`config.mk`:
```
export PLATFORM = sky130hd
export DESIGN_NAME = png_chunk_crc_repair_core
export DESIGN_NICKNAME = d
export VERILOG_FILES = /design/src/rtl/core/pcrc_pkg.sv /design/src/rtl/core/pcrc_parser.sv /design/src/rtl/core/pcrc_out_reg.sv /design/src/rtl/core/png_chunk_crc_repair_core.sv
export SDC_FILE = /design/constraint.sdc
export NUM_CORES = 1
export LEC_CHECK = 0
export ABC_CLOCK_PERIOD_IN_PS = 7200
export BUFFER_PORTS_ARGS = -buffer_cell sky130_fd_sc_hd__buf_2
export CAP_MARGIN = 20
export CORE_UTILIZATION = 26
export CTS_BUF_LIST = sky130_fd_sc_hd__clkbuf_4
export CTS_CLUSTER_SIZE = 28
export DETAILED_ROUTE_END_ITERATION = 7
export PLACE_DENSITY = 0.38
export SYNTH_ARGS = -nofsm -noshare
export SYNTH_HDL_FRONTEND = slang
export SYNTH_SLANG_ARGS = --single-unit
```
`constraint.sdc`:
```
create_clock -name clk -period 7.2 [get_ports clk]
set_input_delay 0.72 -clock clk [delete_from_list [all_inputs] [get_ports clk]]
set_output_delay 0.72 -clock clk [all_outputs]
set_load 0.1 [all_outputs]
```
`src/rtl/core/pcrc_pkg.sv`:
```
// Shared constants, types and the byte-wise CRC-32 update for the PNG CRC repair core.
package pcrc_pkg;

  localparam logic [31:0] CRC_POLY = 32'hEDB8_8320;
  localparam logic [31:0] CRC_ONES = 32'hFFFF_FFFF;
  localparam logic [31:0] POS_MAX  = 32'hFFFF_FFFF;

  typedef struct packed {
    logic [7:0] out_byte;
    logic       replaced;
    logic       repair_stopped;
  } result_t;

  // Reflected CRC-32, one byte, eight shift/xor steps.
  function automatic logic [31:0] crc32_byte(input logic [31:0] c, input logic [7:0] b);
    logic [31:0] r;
    r = c ^ {24'd0, b};
    for (int k = 0; k < 8; k++) begin
      r = r[0] ? ((r >> 1) ^ CRC_POLY) : (r >> 1);
    end
    return r;
  endfunction

endpackage

```
`src/rtl/core/pcrc_parser.sv`:
```
// Chunk parser: parse state, CRC accumulation and the per-byte result.
module pcrc_parser #(
  parameter int SIGNATURE_BYTES = 8
) (
  input  logic              clk,
  input  logic              rst,
  input  logic              step,
  input  logic [7:0]        data_byte,
  input  logic              start_of_file,
  input  logic [31:0]       file_length,
  output pcrc_pkg::result_t res
);
  import pcrc_pkg::*;

  localparam logic [2:0] PH_SIG  = 3'd0;
  localparam logic [2:0] PH_LEN  = 3'd1;
  localparam logic [2:0] PH_TYPE = 3'd2;
  localparam logic [2:0] PH_DATA = 3'd3;
  localparam logic [2:0] PH_CRC  = 3'd4;
  localparam logic [2:0] PH_IDLE = 3'd5;

  localparam logic [31:0] SIG_LEN = 32'(SIGNATURE_BYTES);

  logic [31:0] byte_position, byte_position_next;
  logic [2:0]  parse_phase, parse_phase_next;
  logic [2:0]  field_byte_count, field_byte_count_next;
  logic [31:0] chunk_length, chunk_length_next;
  logic [31:0] data_remaining, data_remaining_next;
  logic [31:0] running_crc, running_crc_next;
  logic        stopped_flag, stopped_flag_next;

  // state seen by this byte (start_of_file clears first)
  logic [31:0] pos;
  logic [2:0]  ph;
  logic [2:0]  cnt;
  logic [31:0] len;
  logic [31:0] rem;
  logic [31:0] crc;
  logic        stp;

  logic [31:0] len_new;
  logic [31:0] rem_dec;
  logic [31:0] crc_upd;
  logic [31:0] crc_fin;
  logic [33:0] chunk_end;
  logic [7:0]  ob;
  logic        rep;

  always_comb begin
    if (start_of_file) begin
      pos = '0;
      ph  = PH_SIG;
      cnt = '0;
      len = '0;
      rem = '0;
      crc = CRC_ONES;
      stp = 1'b0;
    end else begin
      pos = byte_position;
      ph  = parse_phase;
      cnt = field_byte_count;
      len = chunk_length;
      rem = data_remaining;
      crc = running_crc;
      stp = stopped_flag;
    end
    if (ph == PH_SIG && pos >= SIG_LEN) begin
      ph = PH_LEN;
    end
  end

  assign len_new   = (cnt == 3'd0) ? {24'd0, data_byte} : {len[23:0], data_byte};
  assign rem_dec   = (rem != 32'd0) ? rem - 32'd1 : rem;
  assign crc_upd   = crc32_byte(crc, data_byte);
  assign crc_fin   = ~crc;
  // 64-bit sum in the spec; 34 bits cannot wrap here
  assign chunk_end = {2'b00, pos} + 34'd9 + {2'b00, len_new};

  always_comb begin
    parse_phase_next      = ph;
    field_byte_count_next = cnt;
    chunk_length_next     = len;
    data_remaining_next   = rem;
    running_crc_next      = crc;
    stopped_flag_next     = stp;
    ob                    = data_byte;
    rep                   = 1'b0;
    unique case (ph)
      PH_LEN: begin
        if (cnt == 3'd0 && pos >= file_length) begin
          parse_phase_next = PH_IDLE;
        end else if (cnt == 3'd0 && (file_length - pos) < 32'd4) begin
          stopped_flag_next = 1'b1;
          parse_phase_next  = PH_IDLE;
        end else begin
          chunk_length_next     = len_new;
          field_byte_count_next = cnt + 3'd1;
          if (cnt >= 3'd3) begin
            field_byte_count_next = '0;
            if (chunk_end > {2'b00, file_length}) begin
              stopped_flag_next = 1'b1;
              parse_phase_next  = PH_IDLE;
            end else begin
              running_crc_next = CRC_ONES;
              parse_phase_next = PH_TYPE;
            end
          end
        end
      end
      PH_TYPE: begin
        running_crc_next      = crc_upd;
        field_byte_count_next = cnt + 3'd1;
        if (cnt >= 3'd3) begin
          field_byte_count_next = '0;
          data_remaining_next   = len;
          parse_phase_next      = (len == 32'd0) ? PH_CRC : PH_DATA;
        end
      end
      PH_DATA: begin
        running_crc_next    = crc_upd;
        data_remaining_next = rem_dec;
        if (rem_dec == 32'd0) begin
          parse_phase_next = PH_CRC;
        end
      end
      PH_CRC: begin
        rep = 1'b1;
        unique case (cnt[1:0])
          2'd0:    ob = crc_fin[31:24];
          2'd1:    ob = crc_fin[23:16];
          2'd2:    ob = crc_fin[15:8];
          default: ob = crc_fin[7:0];
        endcase
        field_byte_count_next = cnt + 3'd1;
        if (cnt >= 3'd3) begin
          field_byte_count_next = '0;
          running_crc_next      = CRC_ONES;
          parse_phase_next      = PH_LEN;
        end
      end
      default: begin
      end
    endcase
    byte_position_next = (pos != POS_MAX) ? pos + 32'd1 : pos;
  end

  assign res.out_byte       = ob;
  assign res.replaced       = rep;
  assign res.repair_stopped = stopped_flag_next;

  always_ff @(posedge clk) begin
    if (rst) begin
      byte_position    <= '0;
      parse_phase      <= PH_SIG;
      field_byte_count <= '0;
      chunk_length     <= '0;
      data_remaining   <= '0;
      running_crc      <= CRC_ONES;
      stopped_flag     <= 1'b0;
    end else if (step) begin
      byte_position    <= byte_position_next;
      parse_phase      <= parse_phase_next;
      field_byte_count <= field_byte_count_next;
      chunk_length     <= chunk_length_next;
      data_remaining   <= data_remaining_next;
      running_crc      <= running_crc_next;
      stopped_flag     <= stopped_flag_next;
    end
  end

endmodule

```
`src/rtl/core/pcrc_out_reg.sv`:
```
// Result register with valid/stall handshake toward the consumer.
module pcrc_out_reg (
  input  logic              clk,
  input  logic              rst,
  input  logic              load,
  input  pcrc_pkg::result_t res_in,
  input  logic              out_stall,
  output logic              out_valid,
  output logic              ready,
  output pcrc_pkg::result_t res_out
);
  import pcrc_pkg::*;

  logic    vld, vld_next;
  result_t res_q;

  assign ready = !vld || !out_stall;

  always_comb begin
    if (load) begin
      vld_next = 1'b1;
    end else if (!out_stall) begin
      vld_next = 1'b0;
    end else begin
      vld_next = vld;
    end
  end

  always_ff @(posedge clk) begin
    if (rst) begin
      vld <= 1'b0;
    end else begin
      vld <= vld_next;
    end
  end

  always_ff @(posedge clk) begin
    if (load) begin
      res_q <= res_in;
    end
  end

  assign out_valid = vld;
  assign res_out   = res_q;

endmodule

```
`src/rtl/core/png_chunk_crc_repair_core.sv`:
```
// Top level of the PNG chunk CRC repair core: input register, parser and result register.
//
//   channel   direction  handshake               payload
//   input     in         in_valid / in_stall     data_byte, start_of_file
//   output    out        out_valid / out_stall   out_byte, replaced, repair_stopped
//   config    in         file_length_wr          file_length
//
// One byte per cycle sustained while out_stall is low; each byte passes the input
// register, then the parser into the result register, before it can be transferred.
// The CRC update of a byte is one 8-step shift/xor function on the running CRC.
// rst is synchronous: parse state cleared, file_length set to zero.
// A stalled result holds; the input register fills behind it and then
// in_stall goes high until the result is transferred.
module png_chunk_crc_repair_core #(
  parameter int SIGNATURE_BYTES = 8
) (
  input  logic        clk,
  input  logic        rst,
  input  logic        in_valid,
  output logic        in_stall,
  input  logic [7:0]  data_byte,
  input  logic        start_of_file,
  input  logic        file_length_wr,
  input  logic [31:0] file_length,
  output logic        out_valid,
  input  logic        out_stall,
  output logic [7:0]  out_byte,
  output logic        replaced,
  output logic        repair_stopped
);
  import pcrc_pkg::*;

  logic        s1_valid;
  logic [7:0]  s1_byte;
  logic        s1_sof;
  logic [31:0] file_length_q;
  logic        out_ready;
  logic        step;
  logic        in_xfer;
  result_t     res_comb;
  result_t     res_q;

  assign step     = s1_valid && out_ready;
  assign in_stall = s1_valid && !out_ready;
  assign in_xfer  = in_valid && !in_stall;

  always_ff @(posedge clk) begin
    if (rst) begin
      s1_valid <= 1'b0;
    end else if (in_xfer) begin
      s1_valid <= 1'b1;
    end else if (step) begin
      s1_valid <= 1'b0;
    end
  end

  always_ff @(posedge clk) begin
    if (in_xfer) begin
      s1_byte <= data_byte;
      s1_sof  <= start_of_file;
    end
  end

  always_ff @(posedge clk) begin
    if (rst) begin
      file_length_q <= '0;
    end else if (file_length_wr) begin
      file_length_q <= file_length;
    end
  end

  pcrc_parser #(
    .SIGNATURE_BYTES(SIGNATURE_BYTES)
  ) u_parser (
    .clk          (clk),
    .rst          (rst),
    .step         (step),
    .data_byte    (s1_byte),
    .start_of_file(s1_sof),
    .file_length  (file_length_q),
    .res          (res_comb)
  );

  pcrc_out_reg u_out (
    .clk      (clk),
    .rst      (rst),
    .load     (step),
    .res_in   (res_comb),
    .out_stall(out_stall),
    .out_valid(out_valid),
    .ready    (out_ready),
    .res_out  (res_q)
  );

  assign out_byte       = res_q.out_byte;
  assign replaced       = res_q.replaced;
  assign repair_stopped = res_q.repair_stopped;

  // a rewritten CRC byte only comes while repair is still running
  a_rep_not_stopped: assert property (@(posedge clk) disable iff (rst)
    out_valid && replaced |-> !repair_stopped)
    else $error("CRC byte replaced after repair stopped");

  // input register only pushes back while it holds a byte
  a_stall_holds_item: assert property (@(posedge clk) disable iff (rst)
    in_stall |-> s1_valid)
    else $error("input stall with empty input register");

  // a held byte is not lost or changed while the result side is stalled
  a_s1_hold: assert property (@(posedge clk) disable iff (rst)
    s1_valid && !out_ready |=> s1_valid && $stable(s1_byte) && $stable(s1_sof))
    else $error("input register changed while blocked");

  // the parser never advances into an occupied, stalled result register
  a_no_overrun: assert property (@(posedge clk) disable iff (rst)
    out_valid && out_stall |-> !step)
    else $error("result overwritten while stalled");

endmodule

```
==> results by group, run 1 <==
Die
  – I/O Pins: 58
  – Starting Density: 0.263
  – Die ar.: between 60000 and 70000 µm²
  – Die height: between 200 and 300 µm
  – Row Count: 92
  – Core ar.: around 63000 µm²
  – Die X: between 200 and 300 µm

Drt
  – Routed WL per cell: around 21 µm
  – Pre-Repair DR Iteration Count: 7
  – DRC violations left: 0
  – Routed WL: around 64000 µm
  – Vias: between 15000 and 20000
  – Iter 0 DRT Violations: approximately 1200
  – Met3 routed WL: 2630 µm
  – WL met1: 31200 µm
  – Remaining antenna violation count: 0
  – Top Metal Used: met4
  – DR WL met2: about 28000 µm
  – Via density: 5.36

Outcome
  – Status: finished clean

Global route
  – First-pass GRT wire length: roughly 97000 µm
  – GR Util All Layers: 0.198
  – Vias in the first global route: between 15000 and 20000
  – Grt ovf: 0
  – Initial antenna violation count: 1
  – Largest net degree at the start of global routing: 89

Timing
  – Max-slew violation count: 0
  – Period Utilization, post-route: 0.931
  – RSZ-0062 raised after global routing: no
  – Final worst path period need: 6700 ps
  – Clk_skew: ~52 ps
  – Setup_tns: 0 ps
  – Relative slew slack: 0.281
  – Final hold vios: 0
  – Final hold slack: 117 ps
  – Worst slew pin tran: 1070 ps
  – Fmax: around 150 MHz
  – Final setup violation count: 0

Synth
  – Top cell type's share of synthesized area: 0.205
  – Distinct cells, synth: 90
  – Post-Syn Area: around 17000 µm²
  – Synthesized area per cell: approximately 7.3 µm²
  – Synth async-reset ratio: 0
  – Post-Syn Instances: roughly 2300
  – Synth area leaders: dfxtp_1 20%, ha_1 8.0%, nor2_1 7.0%, xnor2_1 6.8%, a21oi_1 5.1%
  – Ys flop type: dfxtp_1
  – Post-synth EDFFs: 19
  – Post-Syn Nets: 2408
  – Sequential element share of the synthesized area: 0.239
  – Synth area leader: dfxtp_1
  – Synth Warn #: 0
  – Yosys reg bits: ~190

CTS
  – Root buf cell: clkbuf_4
  – Worst-Skew Late Latency: between 700 and 800 ps
  – Setup bufs post-CTS: 0
  – H-tree depth: 4
  – Clock sinks: between 150 and 200
  – Post_cts resized: 0
  – Hold_buf cts: 0
  – CTS tree: built
  – Clock Pin Slew Worst Setup and Hold Paths: 200 ps
  – CTS buffer count: 17
  – Clock Path Buffers: 2

Worst setup path
  – Crit path kind: flip-flop to flip-flop
  – Startpoint types: flip-flop
  – Worst path required time: approximately 7900 ps
  – Slowest-stage cell, CP: nor3_1
  – Setup crit end kind: flip-flop
  – CP max FO: 32
  – CP arrival: about 7400 ps
  – Critical Path Max Stage Delay: 510 ps

Place
  – Routability Congestion: 0.878
  – Dpl cells: 3045
  – Post-detail-place hpwl: around 48000 µm
  – Port Buffers: between 50 and 60

Power
  – Clock power frac: 0.249
  – Combinational share of power: 0.317
  – Flop pwr share: 0.434
  – Internal: between 1.5 and 2 mW
  – Power density over cell area: about 150 nW/µm²
  – Max VDD drop: approximately 0.000069 V
  – Switching share of power: 0.412
  – Total net switching power: about 1.1 mW
  – LEAKAGE: around 6.7 nW
  – Design Power: about 2.6 mW

Cells and area
  – Finished Layout Cells: just over 3000
  – Share of cells above drive strength 1: 0.0699
  – NumNets Final: about 2400
  – Area grow syn2layout: 8.09%

Run
  – Max Cap Viol: 0

Hold path
  – Worst Hold Class: input port to flip-flop
[final timing paths]
check / startpoint / endpoint / slack (ps) / depth (start not counted)
setup / recovery: s1_sof / u_parser.running_crc[6] / 500 / 25
hold / removal: data_byte[0] / s1_byte[0] / 120 / 1
setup reg to reg: s1_sof / u_parser.running_crc[6] / 500 / 25
hold reg to reg: u_parser.stopped_flag / u_parser.stopped_flag / 480 / 2
[routing by layer]
layer | global-route usage | vias to the layer above
met3 | 0.0280 | 62
met5 | 0 | -
met1 | 0.279 | 7962
met2 | 0.309 | 408
met4 | 0.0587 | 0
li1 | - | 8070
[worst max-delay path, delay by kind of cell (launching register included)]
kind                       cells  cell delay [ps]
and+or+nand+nor               10             2600
xor gates and xnor gates       2              330
adders and majority gates      2              660
AOI/OAI and AO/OA              9             1900
buffers and inverters          2              660
DFF                            1              450
[layout make-up]
| type | instances | area (µm²) |
|---|---|---|
| fill | 6987 | 45100 |
| multi-input combinational | 1834 | 11700 |
| sequential | 188 | 3960 |
| tap | 846 | 1060 |
| timing repair buffer | 85 | 505 |
| inverter | 93 | 349 |
| clock inverter | 15 | 173 |
| clock buffer | 17 | 128 |
| antenna | 1 | 2.50 |
[kinds of logic after synthesis]
family	Yosys count	synth area share
AND/OR/NAND/NOR	838	0.238
AO/OA/AOI/OAI	657	0.260
buffers and inverters	233	0.0551
flip-flops	188	0.239
XOR/XNOR	186	0.0989
adder cells (fa/ha/maj)	107	0.0814
multiplexers	46	0.0280
[cells in the mapped netlist (7+ instances only)]
cell type,count
o21bai_1,10
a21o_1,32
and3_1,19
buf_2,19
nand2_1,212
a211oi_1,30
inv_1,92
nand4_1,37
nor2b_1,20
xor2_1,57
a31oi_1,20
o22ai_1,35
dfxtp_1,169
nand2b_1,25
o221ai_1,19
clkbuf_1,105
and2_1,32
o21ai_0,135
xnor2_1,128
and4_1,8
o21a_1,11
nor2_1,308
nor4_1,35
or3_1,13
ha_1,106
mux2i_1,44
nor3_1,49
edfxtp_1,19
nand3_1,45
buf_1,13
a22oi_1,54
o2111ai_1,7
o211ai_1,50
a21oi_1,168
[power by group through the flow]
stage	Sequential (mW)	Combinational [mW]	Clock (mW)
after floorplan	1.16	0.593	0
after global placement	1.17	0.825	0
after detailed placement	1.17	0.824	0
after CTS	1.15	0.829	0.695
after global routing	1.15	0.917	0.728
final	1.15	0.837	0.658
[cell usage in the layout, fill, tap and decap left out, types with 50 or more instances in the layout]
cell type,count
ha_1,106
buf_2,56
a22oi_1,54
xor2_1,57
inv_1,91
xnor2_1,128
nand2_1,212
o211ai_1,50
nor2_1,307
dfxtp_1,168
a21oi_1,168
o21ai_0,135
[sequential cells by signal (all words and copies together) (netlist names)]
| name | cells |
|---|---|
| u_parser.field_byte_count | 3 |
| u_out.res_out | 10 |
| u_parser.byte_position | 32 |
| file_length_q | 32 |
| u_parser.running_crc | 32 |
| u_parser.data_remaining | 32 |
| u_parser.chunk_length | 32 |
| u_parser.stopped_flag | 1 |
| u_out.out_valid | 1 |
| s1_valid | 1 |
| u_parser.parse_phase | 3 |
| s1_byte | 8 |
| s1_sof | 1 |
[metrics by stage]
step | cell area [µm²] | setup slack (ps) | utilization
after floorplan | 16500 | 70.6 | -
after global placement | 17600 | 299 | 0.279
after detailed placement | 17600 | 215 | 0.279
after CTS | 17900 | 212 | 0.284
after global routing | 17900 | 58.9 | 0.284
final | 17900 | 500 | 0.284
Note: power is estimated with default switching activity, not from simulation.
==> run 2, diff against run 1 <==
CORE_UTILIZATION = 55   (was 26)
PLACE_DENSITY = 0.72   (was 0.38)
==> run 2 against run 1 <==
  * Final cell count is 15% lower
  * Core utilization is 30 points higher
  * Sequential power about the same
  * Sequential cell count unchanged
  * Setup slack got worse by 140 ps
  * Largest cell class unchanged
  * Highest routed layer unchanged
==> results by group, run 2 (same netlist as run 1, synthesis figures left out) <==
Outcome
  – Status: finished clean

Worst setup path
  – Slowest-stage cell, CP: edfxtp_1
  – Setup crit end kind: flip-flop
  – CP most frequent cell: a21oi_1
  – Crit path kind: flip-flop to flip-flop
  – CP max FO: 32 (unchanged)
  – Crit path launch: s1_sof
  – Worst path required time: 7760 ps (-100 ps)
  – Critical Path Max Stage Delay: 540 ps (+30 ps)
  – Startpoint types: flip-flop
  – CP arrival: 7400 ps (+40 ps)
  – Worst reg2reg startpoint: s1_sof

Place
  – Routability Congestion: 0.940 (+7.1%)
  – Dpl cells: 2586 (-15%)
  – Port Buffers: 57 (unchanged)
  – Post-detail-place hpwl: 39600 µm (-17%)
  – Pre-CTS setup slack: 347 ps (+132 ps)

Cells and area
  – Share of cells above drive strength 1: 0.0686 (-0.00128)
  – Commonest non-fill, non-tap cell in the layout: nor2_1
  – Area grow syn2layout: 4.58%
  – NumNets Final: 2370 (-0.084%)
  – Most frequent cells in the layout: 306 x nor2_1, 212 x nand2_1, 169 x dfxtp_1, 168 x a21oi_1, 135 x o21ai_0
  – Finished Layout Cells: 2622 (-15%)

Timing
  – Setup WS post-layout: 357 ps (-143 ps)
  – Final hold vios: 0 (unchanged)
  – RSZ-0062 raised after global routing: no
  – Fmax: 146 MHz (-2.1%)
  – Final worst path period need: 6840 ps (+143 ps)
  – Final hold slack: 200 ps (+82.5 ps)
  – Clk_skew: 50.8 ps (-1.09 ps)
  – Setup_tns: 0 ps (unchanged)
  – Period Utilization, post-route: 0.950 (+0.0199)
  – Max-slew violation count: 0 (unchanged)
  – Final setup violation count: 0 (unchanged)
  – Worst slew pin tran: 1080 ps (+4.82 ps)
  – Relative slew slack: 0.277 (-0.00323)

Power
  – Total net switching power: 1.05 mW (-3.2%)
  – Design Power: 2.61 mW (-1.1%)
  – Combinational share of power: 0.309 (-0.008)
  – Clock power frac: 0.254 (+0.005)
  – Switching share of power: 0.403 (-0.00903)
  – Power density over cell area: 151 nW/µm² (+2.2%)
  – Internal: 1.56 mW (+0.44%)
  – LEAKAGE: 6.70 nW (-0.14%)
  – Flop pwr share: 0.437 (+0.003)
  – Max VDD drop: 0.0000914 V (+33%)

Drt
  – Pre-Repair DR Iteration Count: 8 (+1)
  – Routed WL per cell: 20.5 µm (-1.0%)
  – Routed WL: 53700 µm (-16%)
  – Vias: 17000 (+3.0%)
  – Iter 0 DRT Violations: 1933 (+58%)
  – Remaining antenna violation count: 0 (unchanged)
  – DRC violations left: 0 (unchanged)
  – Via density: 6.48 (+21%)

Die
  – Die height: 175 µm (-31%)
  – Die ar.: 30800 µm² (-52%)
  – I/O Pins: 58 (unchanged)
  – Core ar.: 29600 µm² (-53%)
  – Die X: 175 µm (-31%)
  – Starting Density: 0.558 (+0.295)
  – Row Count: 63 (-32%)

Hold path
  – Worst Hold Class: input port to flip-flop
  – Hold path start: data_byte[0]

CTS
  – Clock Pin Slew Worst Setup and Hold Paths: 200 ps (about the same)
  – CTS tree: built
  – Setup bufs post-CTS: 0 (unchanged)
  – CTS buffer count: 17 (unchanged)
  – Clock Path Buffers: 2 (unchanged)
  – Hold_buf cts: 0 (unchanged)
  – Worst-Skew Late Latency: 700 ps (-70 ps)
  – H-tree depth: 4 (unchanged)
  – Root buf cell: clkbuf_4
  – Clock sinks: 188 (unchanged)

Global route
  – GR Util All Layers: 0.346 (+0.148)
  – First-pass GRT wire length: 84200 µm (-14%)
  – Largest net degree at the start of global routing: 73 (-18%)
  – Vias in the first global route: 15200 (-3.6%)
  – Grt ovf: 0 (unchanged)
  – Initial antenna violation count: 2 (+1)

Run
  – Max Cap Viol: 0 (unchanged)
[run 2: what timing repair did]
item                                    CTS  global route
endpoints found under the setup margin    0            33
hold endpoints to repair                  0             0
resized for setup                         0             2
[run 2: power by group through the flow]
stage               clock network [mW]  logic [mW]  registers [mW]
global placement                     0       0.777            1.16
CTS                              0.675       0.788            1.14
floorplan                            0       0.593            1.16
finish                           0.663       0.806            1.14
global route                     0.710       0.877            1.15
detailed placement                   0       0.784            1.16
[run 2: metrics by stage]
step	util	instance area (µm²)
4_1_cts	0.583	17300
6_report	0.584	17300
3_5_place_dp	0.572	17000
5_1_grt	0.584	17300
3_3_place_gp	0.572	17000
2_1_floorplan	-	16500
[run 2: final timing paths]
kind                                                 to  slack [ps]  depth (start not counted)
worst max-delay path            u_parser.running_crc[8]         360                         25
worst min-delay path                         s1_byte[0]         200                          1
worst max register to register  u_parser.running_crc[8]         360                         25
worst min register to register    u_parser.stopped_flag         480                          2
[run 2: layer usage]
metal / wire length, µm / GRT usage / up-vias
met4: 1370 / 0.119 / 0
met2: 23000 / 0.517 / 786
met1: 24300 / 0.502 / 8036
met3: 4920 / 0.0532 / 96
met5: 0 / 0 / -
li1: - / - / 8074
[run 2: layout make-up]
class	count	area, µm²
well taps	390	488
flip-flops and latches	188	3950
inverters	93	349
fillers	2859	12300
clock buffers	17	128
repair buffers	83	483
diodes	2	5.00
clock inverters	15	195
multi-input cells	1834	11700
[run 2: critical path, delay by kind of cell, from the launching register on]
kind	cells	cell delay, ps
and+or+nand+nor	10	2630
buffers and inverters	2	680
xor gates and xnor gates	2	400
DFF	1	540
adders and majority gates	2	610
AOI/OAI and AO/OA	9	1860
